[config.mk]
export PLATFORM = sky130hd
export DESIGN_NAME = terminal_escape_sequence_parser_top
export DESIGN_NICKNAME = d
export VERILOG_FILES = /design/src/hw/rtl/tesp_pkg.sv /design/src/hw/rtl/tesp_ctrl.sv /design/src/hw/rtl/tesp_dp.sv /design/src/hw/rtl/terminal_escape_sequence_parser_top.sv
export SDC_FILE = /design/constraint.sdc
export NUM_CORES = 1
export LEC_CHECK = 0
export ABC_AREA = 1
export BUFFER_PORTS_ARGS = -buffer_cell sky130_fd_sc_hd__buf_2
export CAP_MARGIN = 20
export CORE_UTILIZATION = 50
export DETAILED_ROUTE_END_ITERATION = 6
export GPL_ROUTABILITY_DRIVEN = 0
export MAX_ROUTING_LAYER = met4
export PLACE_DENSITY_LB_ADDON = 0.15
export SYNTH_ARGS = -nofsm -noshare
export SYNTH_HDL_FRONTEND = slang
export SYNTH_SLANG_ARGS = --single-unit
[constraint.sdc]
create_clock -name clk -period 3 [get_ports clk]
set_clock_uncertainty 0.1 [all_clocks]
set_input_delay 0.15 -clock clk [delete_from_list [all_inputs] [get_ports clk]]
set_output_delay 0.15 -clock clk [all_outputs]
set_load 0.005 [all_outputs]
[src/hw/rtl/tesp_pkg.sv]
// Shared types and constants of the terminal escape sequence parser.
// Used by tesp_ctrl, tesp_dp and the top level; depends on nothing else.
`default_nettype none

package tesp_pkg;

  // Defaults for the top-level parameters.
  localparam int unsigned MAX_PARAMS_DEF = 16;
  localparam int unsigned PARAM_BITS_DEF = 16;

  // Fixed field widths of a result.
  localparam int unsigned CHAR_W  = 21;
  localparam int unsigned PIDX_W  = 4;
  localparam int unsigned PVAL_W  = 16;

  // Byte codes that the parser recognises.
  localparam logic [7:0] BYTE_BEL     = 8'h07;
  localparam logic [7:0] BYTE_ESC     = 8'h1B;
  localparam logic [7:0] BYTE_SPACE   = 8'h20;
  localparam logic [7:0] BYTE_DEL     = 8'h7F;
  localparam logic [7:0] BYTE_FIN_LO  = 8'h40;
  localparam logic [7:0] BYTE_FIN_HI  = 8'h7E;
  localparam logic [7:0] BYTE_ZERO    = 8'h30;
  localparam logic [7:0] BYTE_NINE    = 8'h39;
  localparam logic [7:0] BYTE_SEMI    = 8'h3B;
  localparam logic [7:0] BYTE_QUEST   = 8'h3F;
  localparam logic [7:0] BYTE_LBRACK  = 8'h5B;
  localparam logic [7:0] BYTE_RBRACK  = 8'h5D;
  localparam logic [7:0] BYTE_P       = 8'h50;
  localparam logic [7:0] BYTE_CARET   = 8'h5E;
  localparam logic [7:0] BYTE_USCORE  = 8'h5F;
  localparam logic [7:0] BYTE_LPAREN  = 8'h28;
  localparam logic [7:0] BYTE_RPAREN  = 8'h29;
  localparam logic [7:0] BYTE_STAR    = 8'h2A;
  localparam logic [7:0] BYTE_PLUS    = 8'h2B;
  localparam logic [7:0] BYTE_GT      = 8'h3E;
  localparam logic [7:0] BYTE_EXCL    = 8'h21;
  localparam logic [7:0] BYTE_DOLLAR  = 8'h24;
  localparam logic [7:0] BYTE_DQUOTE  = 8'h22;
  localparam logic [7:0] BYTE_SQUOTE  = 8'h27;

  // UTF-8 lead and continuation masks.
  localparam logic [7:0] UTF_CONT_MASK = 8'hC0;
  localparam logic [7:0] UTF_CONT_VAL  = 8'h80;
  localparam logic [7:0] UTF_L2_MASK   = 8'hE0;
  localparam logic [7:0] UTF_L2_VAL    = 8'hC0;
  localparam logic [7:0] UTF_L3_MASK   = 8'hF0;
  localparam logic [7:0] UTF_L3_VAL    = 8'hE0;
  localparam logic [7:0] UTF_L4_MASK   = 8'hF8;
  localparam logic [7:0] UTF_L4_VAL    = 8'hF0;

  typedef enum logic [1:0] {
    KIND_CODEPOINT = 2'd0,
    KIND_CONTROL   = 2'd1,
    KIND_ESC_FINAL = 2'd2,
    KIND_CSI_PARAM = 2'd3
  } kind_t;

  // Classification of the current input byte, plus datapath status.
  typedef struct packed {
    logic is_esc;
    logic is_ctrl;      // below space, or DEL
    logic is_c0;        // below space
    logic is_digit;
    logic is_semi;
    logic is_quest;
    logic is_inter;     // intermediates that are accepted and ignored
    logic is_final;
    logic is_bel;
    logic is_lbrack;
    logic is_rbrack;
    logic is_dcs_open;
    logic is_cs_open;
    logic out_free;
    logic burst_last;
  } dp_status_t;

  // Commands from the controller to the datapath.
  typedef struct packed {
    logic  clear_csi;
    logic  clear_utf8;
    logic  utf8_step;
    logic  emit_single;
    kind_t single_kind;
    logic  digit;
    logic  push;
    logic  set_priv;
    logic  start_burst;
    logic  emit_param;
    logic  idx_inc;
  } dp_cmd_t;

endpackage

`default_nettype wire

[src/hw/rtl/tesp_ctrl.sv]
// Controller of the escape sequence parser: parse state and parameter burst sequencing.
// Depends on tesp_pkg; drives the command struct of tesp_dp.
`default_nettype none

module tesp_ctrl (
  input  wire logic                clk,
  input  wire logic                rst_n,
  input  wire logic                in_valid,
  output logic                     in_ready,
  input  wire tesp_pkg::dp_status_t st,
  output tesp_pkg::dp_cmd_t        cmd
);
  import tesp_pkg::*;

  typedef enum logic [9:0] {
    S_GROUND  = 10'b00_0000_0001,
    S_ESC     = 10'b00_0000_0010,
    S_CSI     = 10'b00_0000_0100,
    S_OSC     = 10'b00_0000_1000,
    S_OSC_ESC = 10'b00_0001_0000,
    S_DCS     = 10'b00_0010_0000,
    S_DCS_ESC = 10'b00_0100_0000,
    S_CHARSET = 10'b00_1000_0000,
    S_READ    = 10'b01_0000_0000,
    S_EMIT    = 10'b10_0000_0000
  } state_t;

  state_t state_r, state_nxt;
  logic   in_burst;
  logic   accept;

  assign in_burst = (state_r == S_READ) || (state_r == S_EMIT);
  assign in_ready = !in_burst && st.out_free;
  assign accept   = in_valid && in_ready;

  always_comb begin
    cmd       = '0;
    state_nxt = state_r;
    unique case (state_r)
      S_GROUND: begin
        if (accept) begin
          if (st.is_esc) begin
            cmd.clear_csi  = 1'b1;
            cmd.clear_utf8 = 1'b1;
            state_nxt      = S_ESC;
          end else if (st.is_ctrl) begin
            cmd.emit_single = 1'b1;
            cmd.single_kind = KIND_CONTROL;
          end else begin
            cmd.utf8_step = 1'b1;
          end
        end
      end
      S_ESC: begin
        if (accept) begin
          if (st.is_lbrack) begin
            cmd.clear_csi = 1'b1;
            state_nxt     = S_CSI;
          end else if (st.is_rbrack) begin
            state_nxt = S_OSC;
          end else if (st.is_dcs_open) begin
            state_nxt = S_DCS;
          end else if (st.is_cs_open) begin
            state_nxt = S_CHARSET;
          end else begin
            cmd.emit_single = 1'b1;
            cmd.single_kind = KIND_ESC_FINAL;
            state_nxt       = S_GROUND;
          end
        end
      end
      S_CSI: begin
        if (accept) begin
          if (st.is_digit) begin
            cmd.digit = 1'b1;
          end else if (st.is_semi) begin
            cmd.push = 1'b1;
          end else if (st.is_quest) begin
            cmd.set_priv = 1'b1;
          end else if (st.is_inter) begin
            cmd.push = 1'b0;
          end else if (st.is_final) begin
            cmd.push        = 1'b1;
            cmd.start_burst = 1'b1;
            state_nxt       = S_READ;
          end else if (st.is_c0) begin
            cmd.emit_single = 1'b1;
            cmd.single_kind = KIND_CONTROL;
          end
        end
      end
      S_OSC: begin
        if (accept) begin
          if (st.is_bel) begin
            state_nxt = S_GROUND;
          end else if (st.is_esc) begin
            state_nxt = S_OSC_ESC;
          end
        end
      end
      S_DCS: begin
        if (accept && st.is_esc) begin
          state_nxt = S_DCS_ESC;
        end
      end
      S_OSC_ESC, S_DCS_ESC, S_CHARSET: begin
        if (accept) begin
          state_nxt = S_GROUND;
        end
      end
      // The parameter memory read is registered, so each entry passes through
      // this state before it can be presented.
      S_READ: begin
        state_nxt = S_EMIT;
      end
      S_EMIT: begin
        if (st.out_free) begin
          cmd.emit_param = 1'b1;
          if (st.burst_last) begin
            state_nxt = S_GROUND;
          end else begin
            cmd.idx_inc = 1'b1;
            state_nxt   = S_READ;
          end
        end
      end
      default: begin
        state_nxt = S_GROUND;
      end
    endcase
  end

  always_ff @(posedge clk) begin
    if (!rst_n) begin
      state_r <= S_GROUND;
    end else begin
      state_r <= state_nxt;
    end
  end

  a_read_then_emit: assert property (@(posedge clk) disable iff (!rst_n)
    state_r == S_READ |=> state_r == S_EMIT)
    else $error("parameter read not followed by emit");

  a_burst_ends_ground: assert property (@(posedge clk) disable iff (!rst_n)
    cmd.emit_param && st.burst_last |=> state_r == S_GROUND)
    else $error("parameter burst did not return to ground");

  a_final_starts_burst: assert property (@(posedge clk) disable iff (!rst_n)
    cmd.start_burst |=> state_r == S_READ)
    else $error("CSI final byte did not start a burst");

endmodule

`default_nettype wire

[src/hw/rtl/tesp_dp.sv]
// Datapath of the escape sequence parser: byte classifier, UTF-8 assembly, CSI
// accumulator, parameter memory and result register. Depends on tesp_pkg.
`default_nettype none

module tesp_dp #(
  parameter int unsigned MAX_PARAMS = tesp_pkg::MAX_PARAMS_DEF,
  parameter int unsigned PARAM_BITS = tesp_pkg::PARAM_BITS_DEF
) (
  input  wire logic                         clk,
  input  wire logic                         rst_n,
  input  wire logic [7:0]                   in_byte,
  input  wire tesp_pkg::dp_cmd_t            cmd,
  output tesp_pkg::dp_status_t              st,
  output logic                              out_valid,
  input  wire logic                         out_ready,
  output logic [1:0]                        out_event_kind,
  output logic [tesp_pkg::CHAR_W-1:0]       out_char_value,
  output logic [tesp_pkg::PIDX_W-1:0]       out_param_index,
  output logic [tesp_pkg::PVAL_W-1:0]       out_param_value,
  output logic                              out_param_given,
  output logic                              out_private_mode,
  output logic                              out_last
);
  import tesp_pkg::*;

  localparam int unsigned CNT_W = $clog2(MAX_PARAMS + 1);
  localparam int unsigned IDX_W = $clog2(MAX_PARAMS);
  localparam int unsigned ACC_W = PARAM_BITS + 4;
  localparam logic [PARAM_BITS-1:0] PARAM_MAX = {PARAM_BITS{1'b1}};

  logic [7:0] b;
  logic       burst_last;
  logic       out_free;
  assign b = in_byte;

  // Byte classification.
  always_comb begin
    st.is_esc      = (b == BYTE_ESC);
    st.is_c0       = (b < BYTE_SPACE);
    st.is_ctrl     = (b < BYTE_SPACE) || (b == BYTE_DEL);
    st.is_digit    = (b >= BYTE_ZERO) && (b <= BYTE_NINE);
    st.is_semi     = (b == BYTE_SEMI);
    st.is_quest    = (b == BYTE_QUEST);
    st.is_inter    = (b == BYTE_GT) || (b == BYTE_EXCL) || (b == BYTE_DOLLAR) ||
                     (b == BYTE_DQUOTE) || (b == BYTE_SQUOTE) ||
                     (b == BYTE_SPACE) || (b == BYTE_STAR);
    st.is_final    = (b >= BYTE_FIN_LO) && (b <= BYTE_FIN_HI);
    st.is_bel      = (b == BYTE_BEL);
    st.is_lbrack   = (b == BYTE_LBRACK);
    st.is_rbrack   = (b == BYTE_RBRACK);
    st.is_dcs_open = (b == BYTE_P) || (b == BYTE_CARET) || (b == BYTE_USCORE);
    st.is_cs_open  = (b == BYTE_LPAREN) || (b == BYTE_RPAREN) ||
                     (b == BYTE_STAR) || (b == BYTE_PLUS);
    st.out_free    = out_free;
    st.burst_last  = burst_last;
  end

  // ---------------------------------------------------------------- UTF-8
  logic [CHAR_W-1:0] pc_r, pc_nxt, pc_cat, u_char;
  logic [1:0]        need_r, need_nxt;
  logic              u_emit;

  assign pc_cat = {pc_r[CHAR_W-7:0], b[5:0]};

  always_comb begin
    pc_nxt   = pc_r;
    need_nxt = need_r;
    u_emit   = 1'b0;
    u_char   = '0;
    if (cmd.clear_utf8) begin
      pc_nxt   = '0;
      need_nxt = '0;
    end else if (cmd.utf8_step) begin
      if ((need_r != 2'd0) && ((b & UTF_CONT_MASK) == UTF_CONT_VAL)) begin
        need_nxt = need_r - 2'd1;
        if (need_r == 2'd1) begin
          u_emit = 1'b1;
          u_char = pc_cat;
          pc_nxt = '0;
        end else begin
          pc_nxt = pc_cat;
        end
      end else begin
        // Any partial character is dropped and the byte is taken afresh.
        pc_nxt   = '0;
        need_nxt = '0;
        if (b < UTF_CONT_VAL) begin
          u_emit = 1'b1;
          u_char = CHAR_W'(b);
        end else if ((b & UTF_L2_MASK) == UTF_L2_VAL) begin
          pc_nxt   = CHAR_W'(b[4:0]);
          need_nxt = 2'd1;
        end else if ((b & UTF_L3_MASK) == UTF_L3_VAL) begin
          pc_nxt   = CHAR_W'(b[3:0]);
          need_nxt = 2'd2;
        end else if ((b & UTF_L4_MASK) == UTF_L4_VAL) begin
          pc_nxt   = CHAR_W'(b[2:0]);
          need_nxt = 2'd3;
        end
      end
    end
  end

  // ---------------------------------------------------------------- CSI
  logic [PARAM_BITS-1:0] acc_r, acc_nxt;
  logic                  seen_r, seen_nxt;
  logic [CNT_W-1:0]      count_r, count_nxt;
  logic                  priv_r, priv_nxt;
  logic [ACC_W-1:0]      acc_ext, acc_mul;
  logic                  store_wr;
  logic [PARAM_BITS:0]   store_wdata;

  assign acc_ext     = ACC_W'(acc_r);
  assign acc_mul     = (acc_ext << 3) + (acc_ext << 1) + ACC_W'(b[3:0]);
  assign store_wr    = cmd.push && (count_r < CNT_W'(MAX_PARAMS));
  assign store_wdata = {seen_r, (seen_r ? acc_r : '0)};

  always_comb begin
    acc_nxt   = acc_r;
    seen_nxt  = seen_r;
    count_nxt = count_r;
    priv_nxt  = priv_r;
    if (cmd.clear_csi) begin
      acc_nxt   = '0;
      seen_nxt  = 1'b0;
      count_nxt = '0;
      priv_nxt  = 1'b0;
    end else if (cmd.digit) begin
      acc_nxt  = (acc_mul[ACC_W-1:PARAM_BITS] != 4'd0) ? PARAM_MAX
                                                      : acc_mul[PARAM_BITS-1:0];
      seen_nxt = 1'b1;
    end else if (cmd.push) begin
      acc_nxt  = '0;
      seen_nxt = 1'b0;
      if (store_wr) begin
        count_nxt = count_r + CNT_W'(1);
      end
    end else if (cmd.set_priv) begin
      priv_nxt = 1'b1;
    end
  end

  // Parameter memory: one write port at the fill count, one registered read.
  logic [PARAM_BITS:0] store_mem [MAX_PARAMS];
  logic [PARAM_BITS:0] rd_r;
  logic [IDX_W-1:0]    idx_r;
  logic [7:0]          final_r;

  always_ff @(posedge clk) begin
    if (store_wr) begin
      store_mem[count_r[IDX_W-1:0]] <= store_wdata;
    end
    rd_r <= store_mem[idx_r];
  end

  assign burst_last = ((CNT_W'(idx_r) + CNT_W'(1)) == count_r);

  always_ff @(posedge clk) begin
    if (!rst_n) begin
      pc_r    <= '0;
      need_r  <= '0;
      acc_r   <= '0;
      seen_r  <= 1'b0;
      count_r <= '0;
      priv_r  <= 1'b0;
      idx_r   <= '0;
    end else begin
      pc_r    <= pc_nxt;
      need_r  <= need_nxt;
      acc_r   <= acc_nxt;
      seen_r  <= seen_nxt;
      count_r <= count_nxt;
      priv_r  <= priv_nxt;
      if (cmd.start_burst) begin
        idx_r <= '0;
      end else if (cmd.idx_inc) begin
        idx_r <= idx_r + IDX_W'(1);
      end
    end
  end

  always_ff @(posedge clk) begin
    if (cmd.start_burst) begin
      final_r <= b;
    end
  end

  // ---------------------------------------------------------------- result
  logic        out_valid_r;
  logic        load;
  logic [31:0] idx_ext, val_ext;

  assign load        = cmd.emit_single || u_emit || cmd.emit_param;
  assign out_free    = !out_valid_r || out_ready;
  assign idx_ext     = 32'(idx_r);
  assign val_ext     = 32'(rd_r[PARAM_BITS-1:0]);

  always_ff @(posedge clk) begin
    if (!rst_n) begin
      out_valid_r <= 1'b0;
    end else if (load) begin
      out_valid_r <= 1'b1;
    end else if (out_ready) begin
      out_valid_r <= 1'b0;
    end
  end

  always_ff @(posedge clk) begin
    if (load) begin
      if (cmd.emit_param) begin
        out_event_kind   <= KIND_CSI_PARAM;
        out_char_value   <= CHAR_W'(final_r);
        out_param_index  <= idx_ext[PIDX_W-1:0];
        out_param_value  <= val_ext[PVAL_W-1:0];
        out_param_given  <= rd_r[PARAM_BITS];
        out_private_mode <= priv_r;
        out_last         <= burst_last;
      end else begin
        out_param_index  <= '0;
        out_param_value  <= '0;
        out_param_given  <= 1'b0;
        out_private_mode <= 1'b0;
        out_last         <= 1'b1;
        if (cmd.emit_single) begin
          out_event_kind <= cmd.single_kind;
          out_char_value <= CHAR_W'(b);
        end else begin
          out_event_kind <= KIND_CODEPOINT;
          out_char_value <= u_char;
        end
      end
    end
  end

  assign out_valid = out_valid_r;

  a_count_bounded: assert property (@(posedge clk) disable iff (!rst_n)
    count_r <= CNT_W'(MAX_PARAMS))
    else $error("parameter count beyond store depth");

  a_utf8_idle_clear: assert property (@(posedge clk) disable iff (!rst_n)
    need_r == 2'd0 |-> pc_r == '0)
    else $error("partial codepoint left with no continuation pending");

  a_emit_in_range: assert property (@(posedge clk) disable iff (!rst_n)
    cmd.emit_param |-> (CNT_W'(idx_r) < count_r))
    else $error("parameter emitted beyond fill count");

endmodule

`default_nettype wire

[src/hw/rtl/terminal_escape_sequence_parser_top.sv]
// Top level of the terminal escape sequence parser.
// Instantiates tesp_ctrl and tesp_dp; depends on tesp_pkg.
`default_nettype none

// The block takes one host byte per transaction and, most of the time, accepts
// a byte every clock cycle; a byte is taken whenever no parameter burst is in
// progress and the result register is empty or its result is being taken in
// the same cycle. Printable codepoints, control bytes and escape final bytes
// give at most one result per byte. A CSI final byte starts a burst of one
// result per stored parameter, N being the number of parameters (1 to
// MAX_PARAMS); each entry is read from the parameter memory through its
// registered read port before it reaches the result register, and no byte is
// accepted while the burst lasts. The last result of every byte carries
// out_last. OSC, DCS and charset sequences are absorbed without results.
module terminal_escape_sequence_parser_top #(
  parameter int unsigned MAX_PARAMS = tesp_pkg::MAX_PARAMS_DEF,
  parameter int unsigned PARAM_BITS = tesp_pkg::PARAM_BITS_DEF
) (
  input  wire logic                         clk,
  input  wire logic                         rst_n,
  input  wire logic                         in_valid,
  output logic                              in_ready,
  input  wire logic [7:0]                   in_byte,
  output logic                              out_valid,
  input  wire logic                         out_ready,
  output logic [1:0]                        out_event_kind,
  output logic [tesp_pkg::CHAR_W-1:0]       out_char_value,
  output logic [tesp_pkg::PIDX_W-1:0]       out_param_index,
  output logic [tesp_pkg::PVAL_W-1:0]       out_param_value,
  output logic                              out_param_given,
  output logic                              out_private_mode,
  output logic                              out_last
);
  import tesp_pkg::*;

  dp_status_t st;
  dp_cmd_t    cmd;

  tesp_ctrl u_ctrl (
    .clk      (clk),
    .rst_n    (rst_n),
    .in_valid (in_valid),
    .in_ready (in_ready),
    .st       (st),
    .cmd      (cmd)
  );

  tesp_dp #(
    .MAX_PARAMS (MAX_PARAMS),
    .PARAM_BITS (PARAM_BITS)
  ) u_dp (
    .clk              (clk),
    .rst_n            (rst_n),
    .in_byte          (in_byte),
    .cmd              (cmd),
    .st               (st),
    .out_valid        (out_valid),
    .out_ready        (out_ready),
    .out_event_kind   (out_event_kind),
    .out_char_value   (out_char_value),
    .out_param_index  (out_param_index),
    .out_param_value  (out_param_value),
    .out_param_given  (out_param_given),
    .out_private_mode (out_private_mode),
    .out_last         (out_last)
  );

endmodule

`default_nettype wire

== Yosys cells after proc, flatten, opt, wreduce, memory -nomap -nowiden ==
Memories as Yosys holds them, arrays and structs flattened. A register that Yosys moved wholly into a read port is not among the register bits.
Index checks and enable logic that the tools add are counted.
Widths: inputs -> output; s select.

* Add/subtract/negate cells: 6
* $mul: 0
* Div/mod/pow operators: 0
* Order comparisons: 7
* Eq/ne operators: 50
* Shifts and indexed selects: 0
* Multiplexer cells: 89
* Bitwise logic cells: 4
* Reductions and logical operators: 37

{| class="wikitable"
|+ Operator list
! operator !! number
|-
| $mux 10 || 17
|-
| $eq 8x6->1 const B || 12
|-
| $pmux 10 s8 || 1
|-
| $mux 15 || 5
|-
| $mux 16 || 4
|-
| $mux 8 || 7
|-
| $eq 8x7->1 const B || 6
|-
| $mux 21 || 2
|-
| $mux 3 || 14
|-
| $mux 2 || 11
|-
| $mux 1 || 21
|-
| $add 19x17->20 || 1
|-
| $add 20x4->20 || 1
|-
| $logic_or 1x1->1 || 16
|-
| $ne 2x1->1 const B || 8
|-
| $reduce_and 14->1 || 1
|-
| $eq 10x1->1 const B || 1
|-
| $eq 10x10->1 const B || 1
|-
| $eq 10x2->1 const B || 1
|-
| $eq 10x3->1 const B || 1
|-
| $eq 10x4->1 const B || 1
|-
| $eq 10x5->1 const B || 1
|-
| $eq 10x6->1 const B || 1
|-
| $eq 10x7->1 const B || 1
|-
| other kinds (38) || 58
|}

* Register bits: 109
* Bits in latches: 0
* Memory bits (writable): 272
* Bits in read-only memories: 0
* Bits of input ports: 12
* Output and inout bits: 48
* Memories kept: 1

{| class="wikitable"
|+ Memory list
! memory !! depth !! bits a word !! read ports !! clocked after memory_dff !! wr ports !! RTL line !! text
|-
| u_dp.store_mem || 16 || 17 || 1 || 1 || 1 || tesp_dp.sv:144 || <nowiki>logic [PARAM_BITS:0] store_mem [MAX_PARAMS];</nowiki>
|}

== Logic depth before layout (Yosys ltp) ==
* Depth in word-level cells: 16
* Gate-level depth with buffers: 16
* Depth with buffers taken out: 15

== Modules after synthesis ==
A second synthesis with hierarchy kept.

* Cell total of the unflattened synthesis: 1666
* Area total of the unflattened synthesis: 18207.5 um^2

{| class="wikitable"
|+ Modules (own cells, without submodules)
! module !! instances !! cells an instance !! area each (um^2) !! seq. area each (um^2)
|-
| tesp_dp || 1 || 1495 || 17159.0 || 11030.6
|-
| tesp_ctrl || 1 || 171 || 1048.5 || 200.2
|}

== Worst setup path before layout ==
Ideal clock, no wire load.

* Kind: register to register
* From: register u_ctrl.state_r[6]
* To: register u_dp.out_char_value[0] (netlist bit), enable pin
* Arrival time: 2013 ps
* Path slack: 266 ps
* Stages on the path, launching flop included: 10
* Clock period less this slack: 2734 ps
* Path through: dfxtp_1 -> nor2_4 -> nand2_4 -> nor2_4 -> o21ai_2 -> nand3_4 -> inv_2 -> nand3b_4 -> nand3_1 -> nand4_2

* Longest elaborated chain between the ends: 11
* Elaborated cells between the ends (all ways): 19
* Those cells by class: 5 x eq/ne; 8 x mux; 6 x reduce/logical

{| class="wikitable"
|+ Ends and longest elaborated chain
! element !! RTL line !! text
|-
| start: declaration || tesp_ctrl.sv:28 || <nowiki>state_t state_r, state_nxt;</nowiki>
|-
| start signal: assignment || tesp_ctrl.sv:137 || <nowiki>state_r <= state_nxt;</nowiki>
|-
| $eq 10x9->1 / $eq 10x10->1 (equally long branches) || tesp_ctrl.sv:32, tesp_ctrl.sv:39 ||
|-
| $logic_or 1x1->1 || tesp_ctrl.sv:32 || <nowiki>assign in_burst = (state_r == S_READ) || (state_r == S_EMIT);</nowiki>
|-
| $logic_not 1->1 || tesp_ctrl.sv:33 || <nowiki>assign in_ready = !in_burst && st.out_free;</nowiki>
|-
| $logic_and 1x1->1 || tesp_ctrl.sv:33 ||
|-
| $logic_and 1x1->1 || tesp_ctrl.sv:34 || <nowiki>assign accept = in_valid && in_ready;</nowiki>
|-
| $mux 6 || tesp_ctrl.sv:41 || <nowiki>if (accept) begin</nowiki>
|-
| $mux 2 || tesp_ctrl.sv:39 || <nowiki>unique case (state_r)</nowiki>
|-
| $mux 1 || tesp_dp.sv:73 || <nowiki>end else if (cmd.utf8_step) begin</nowiki>
|-
| $mux 1 || tesp_dp.sv:70 || <nowiki>if (cmd.clear_utf8) begin</nowiki>
|-
| $logic_or 1x1->1 || tesp_dp.sv:193 || <nowiki>assign load = cmd.emit_single || u_emit || cmd.emit_param;</nowiki>
|-
| $logic_or 1x1->1 * || tesp_dp.sv:193 ||
|-
| net u_dp.load || tesp_dp.sv:190 || <nowiki>logic load;</nowiki>
|-
| end signal: assignment || tesp_dp.sv:212 || <nowiki>out_char_value <= CHAR_W'(final_r);</nowiki>
|-
| end signal: assignment || tesp_dp.sv:226 || <nowiki>out_char_value <= CHAR_W'(b);</nowiki>
|-
| end signal: assignment || tesp_dp.sv:229 || <nowiki>out_char_value <= u_char;</nowiki>
|-
| end: declaration || tesp_dp.sv:17 || <nowiki>output logic [tesp_pkg::CHAR_W-1:0] out_char_value,</nowiki>
|}

The timed path passes the listed nets; every way through them passes the cells marked *.
A chain may end at the register's enable or synchronous reset.

== Worst setup path after layout ==
* From: input port in_byte[3]
* To: register u_dp.acc_r[9]

* Longest elaborated chain between the ends: 14
* Elaborated cells between the ends (all ways): 42
* Those cells by class: 1 x add/sub; 4 x order compare; 11 x eq/ne; 15 x mux; 11 x reduce/logical

{| class="wikitable"
|+ Ends and longest elaborated chain
! element !! RTL line !! text
|-
| start: declaration || terminal_escape_sequence_parser_top.sv:23 || <nowiki>input wire logic [7:0] in_byte,</nowiki>
|-
| branches (longest 14 deep; another with $ge 8x7->1) || n/a ||
|-
| end signal: assignment || tesp_dp.sv:170 || <nowiki>acc_r <= acc_nxt;</nowiki>
|-
| end: declaration || tesp_dp.sv:105 || <nowiki>logic [PARAM_BITS-1:0] acc_r, acc_nxt;</nowiki>
|}

Parallel ways; which one is timed is not known.

==> metrics.txt <==
outcome completed; Vert. Die Dim 189.2 um; Final Hold Viols 0; wire length of the first global-routing pass 64090 um; fraction of the cycle the final worst path needs 90.64%; via count of the first global-routing pass 11277; library cell occupying the most area in the post-synthesis netlist sky130_fd_sc_hd__edfxtp_1; final core utilization 57.64%; power density over the cells 609.1 nW/um^2; final setup violation count 0; class of the most critical hold timing path in -> reg; Async S/R FF share, synth 0%; Net Sw Frac 24.01%; number of buffers created by CTS 41; reg-to-reg critical path endpoint u_dp.acc_r[9]$_SDFFE_PP0N_; number of synthesized register bits 398; mean area per synthesized cell 10.71 sq um; logic gate share of total power 9.8%; cell depth of the worst min-delay path 4; layout cell share with drive strength beyond 1 14.12%; number of standard-cell rows in the floorplan 68; DRC violation count after routing 0; largest fanout on the critical path 16; reported net switching power 0.002912 W; average wire per standard cell 18.67 um; fin crit period 2.719 ns; area growth from synthesis to layout 13.64%; remaining max-slew budget at the tightest pin 35.74%; Core ar. 34540 sq um; Static Leakage 7.511 nW; quantity of I/O buffers inserted on ports 59; Setup TNS 0 ns; number of vias in the routed layout 12120; sequential fraction of the synthesis area 64.10%; sort of element at the start of the critical path input pin; unrepaired setup endpoints after global routing no; DRT Wirelength 41160 um; sort of element at the end of the critical path flop; total I/O pin count 60; Clk pin slew, worst setup/hold paths 0.06 ns; minimum setup slack among reg-to-reg paths 0.33 ns; area share of the largest cell type after synthesis 55.87%; initial DRC count 1070; crit path launch in_byte[3]; path type of the worst setup path in -> reg; Die X-Extent 189.2 um; most instantiated cells after synthesis 326 x sky130_fd_sc_hd__edfxtp_1, 249 x sky130_fd_sc_hd__nand2_1, 248 x sky130_fd_sc_hd__nor2_1, 151 x sky130_fd_sc_hd__o21ai_0, 142 x sky130_fd_sc_hd__inv_1; number of antenna violations at the first check in global routing 0; initial standard-cell utilization of the core 50.72%; Net Count, Synth 1688; top cells by area, synth sky130_fd_sc_hd__edfxtp_1 56%, sky130_fd_sc_hd__dfxtp_1 8.2%, sky130_fd_sc_hd__nand2_1 5.3%; pin count of the biggest net entering global routing 99; data arrival time of the worst path 3.02 ns; yosys synthesis warning count 0; dominant cell by count in the synthesized netlist sky130_fd_sc_hd__edfxtp_1; startpoint of the most critical hold path out_ready; proportion of power drawn by flip-flops and latches 51.4%; ANT cells 0; data required time of the critical path 3.30 ns; non-filler instance count after layout 2204; Max rail drop VDD 0.3991 mV; combined area of all synthesized cells 17520 sq um; Via-to-Cell Ratio 5.499; flip-flop cell with the highest count after synthesis sky130_fd_sc_hd__edfxtp_1; cell count of the worst reg-to-reg path 16; Sink Count 398; Slew @ Worst Pin 0.9638 ns; worst skew pair latency 0.54 ns; grt ovf 0; internal power of the cells 0.009215 W; Die Outline Area 35790 sq um; clock network fraction of total power 38.8%; CTS root buffer sky130_fd_sc_hd__clkbuf_16; count of flip-flops with a built-in enable after synthesis 326; number of distinct library cells after synthesis 47; Overall Global Routing Usage 24.06%; Final ANT Viol Nets 0; startpoint of the worst register-to-register path u_dp.acc_r[1]$_SDFFE_PP0N_; timing-limited maximum frequency 0.3677 GHz; Post-Place Cells 2120; drt first pass iters 7; number of max-cap violations 0; CTS tree built; net count of the finished layout 1769; setup fix buffers added after clock tree synthesis 0; HPWL after detailed placement 25470 um; gate count of the mapped netlist 1636; H-tree level count 2; Clock Tree Buf Depth 3; number of max-slew violations in the final report 0; endpoint of the worst hold path u_dp.out_valid$_SDFFE_PN0P_
[cells by family (layout without fill, tap and decap cells)]
kind of cell	count (synthesis)	count (layout)	share of synthesized area (%)
adders and majority gates	40	40	2.942
and+or+nand+nor	632	632	15.53
DFF	398	398	64.10
buffers and inverters	232	345	5.385
xor gates and xnor gates	14	14	0.6998
AOI/OAI and AO/OA	320	320	11.34
[worst max path at each step]
stage | to | cells after the start
global route | u_dp.acc_r[13]$_SDFFE_PP0N_ | 17
detailed placement | u_dp.acc_r[7]$_SDFFE_PP0N_ | 16
floorplan | u_dp.out_char_value[0]$_DFFE_PP_ | 9
CTS | u_dp.acc_r[8]$_SDFFE_PP0N_ | 15
finish | u_dp.acc_r[9]$_SDFFE_PP0N_ | 17
global placement | u_dp.acc_r[13]$_SDFFE_PP0N_ | 16
[stage by stage]
stage | power (W) | setup slack [ns] | hold WS [ns] | cell area (sq um)
floorplan | 0.007254 | 0.2659 | 0.1489 | 17520
global placement | 0.007518 | 0.2523 | 0.3113 | 18570
detailed placement | 0.007538 | 0.2169 | 0.3129 | 18570
CTS | 0.01222 | 0.2103 | 0.01777 | 19900
global route | 0.01260 | 0.03269 | 0.04435 | 19910
finish | 0.01213 | 0.2807 | 0.02987 | 19910
[worst max-delay path: stages]
cell and delay, ns:
sky130_fd_sc_hd__dlygate4sd3_1 0.53, sky130_fd_sc_hd__clkbuf_4 0.21, sky130_fd_sc_hd__fa_2 0.63, sky130_fd_sc_hd__ha_1 0.25
sky130_fd_sc_hd__nand3_1 0.09, sky130_fd_sc_hd__nand3_1 0.14, sky130_fd_sc_hd__nand2_1 0.10, sky130_fd_sc_hd__nand2_1 0.11
sky130_fd_sc_hd__nand2_1 0.10, sky130_fd_sc_hd__nand2_1 0.05, sky130_fd_sc_hd__nand2_1 0.05, sky130_fd_sc_hd__nand2_1 0.06
sky130_fd_sc_hd__nor2_2 0.07, sky130_fd_sc_hd__buf_4 0.22, sky130_fd_sc_hd__nand3_1 0.11, sky130_fd_sc_hd__nand2_1 0.08
sky130_fd_sc_hd__a21oi_1 0.06
[cells in the final DEF (no fill, tap or decap), types with 4 or more instances in the layout]
| cell | synthesis | routed |
|---|---|---|
| sky130_fd_sc_hd__buf_4 | 1 | 37 |
| sky130_fd_sc_hd__a21oi_2 | 7 | 7 |
| sky130_fd_sc_hd__dlygate4sd3_1 | 0 | 9 |
| sky130_fd_sc_hd__nor2_2 | 11 | 27 |
| sky130_fd_sc_hd__buf_12 | 0 | 11 |
| sky130_fd_sc_hd__a21oi_1 | 55 | 55 |
| sky130_fd_sc_hd__clkbuf_16 | 0 | 41 |
| sky130_fd_sc_hd__nor3_1 | 16 | 16 |
| sky130_fd_sc_hd__o22ai_1 | 17 | 17 |
| sky130_fd_sc_hd__clkinv_1 | 3 | 9 |
| sky130_fd_sc_hd__nand2_1 | 249 | 249 |
| sky130_fd_sc_hd__inv_1 | 142 | 140 |
| sky130_fd_sc_hd__clkinv_2 | 0 | 5 |
| sky130_fd_sc_hd__nand3_1 | 71 | 71 |
| sky130_fd_sc_hd__nand4_1 | 10 | 10 |
| sky130_fd_sc_hd__xor2_1 | 4 | 4 |
| sky130_fd_sc_hd__edfxtp_1 | 326 | 326 |
| sky130_fd_sc_hd__o211ai_1 | 18 | 18 |
| sky130_fd_sc_hd__inv_2 | 9 | 9 |
| sky130_fd_sc_hd__o21ai_0 | 151 | 151 |
| sky130_fd_sc_hd__nor2_4 | 4 | 4 |
| sky130_fd_sc_hd__dfxtp_2 | 0 | 4 |
| sky130_fd_sc_hd__clkbuf_1 | 55 | 15 |
| sky130_fd_sc_hd__xnor2_1 | 10 | 10 |
| sky130_fd_sc_hd__ha_1 | 38 | 38 |
| sky130_fd_sc_hd__o221ai_1 | 51 | 51 |
| sky130_fd_sc_hd__dfxtp_1 | 72 | 67 |
| sky130_fd_sc_hd__a211oi_2 | 11 | 11 |
| sky130_fd_sc_hd__buf_2 | 13 | 58 |
| sky130_fd_sc_hd__nor2_1 | 248 | 232 |
[registers in the layout (all words and copies together) (netlist names), 2 cells and up]
register              count
u_dp.count_r              5
u_dp.out_param_value     16
u_dp.pc_r                15
u_dp.acc_r               16
u_dp.out_char_value      21
u_dp.rd_r                17
u_dp.need_r               2
u_dp.idx_r                4
u_dp.out_event_kind       2
u_dp.final_r              8
u_dp.store_mem          272
u_ctrl.state_r           10
u_dp.out_param_index      4
[power by group through the flow]
stage | Combinational (W) | Sequential [W] | Clock (W)
2_1_floorplan | 0.000902 | 0.00635 | 0
3_3_place_gp | 0.00117 | 0.00634 | 0
3_5_place_dp | 0.00119 | 0.00635 | 0
6_report | 0.00119 | 0.00623 | 0.00470
4_1_cts | 0.00120 | 0.00623 | 0.00479
5_1_grt | 0.00135 | 0.00625 | 0.00501
[area by class of cell]
type,instances,area [sq um]
flip-flops and latches,398,11240
fillers,2941,14630
multi-input cells,1006,5400
well taps,455,569.3
clock inverters,17,126.4
inverters,154,579.3
clock buffers,58,1110
repair buffers,116,885.9
[repair_timing]
action | in CTS | in global routing
resized for setup | 0 | 5
hold buffers | 9 | 0
endpoints found under the hold margin | 23 | 0
setup endpoints to repair | 0 | 16
[routing by layer]
layer	vias up	wire [um]	track usage (%)
met3	70	2652	3.540
met2	384	19130	37.51
met1	5792	18480	33.08
met5	-	0	-
met4	0	905	6.452
li1	5874	-	-
Power figures use the tool's default switching activity.
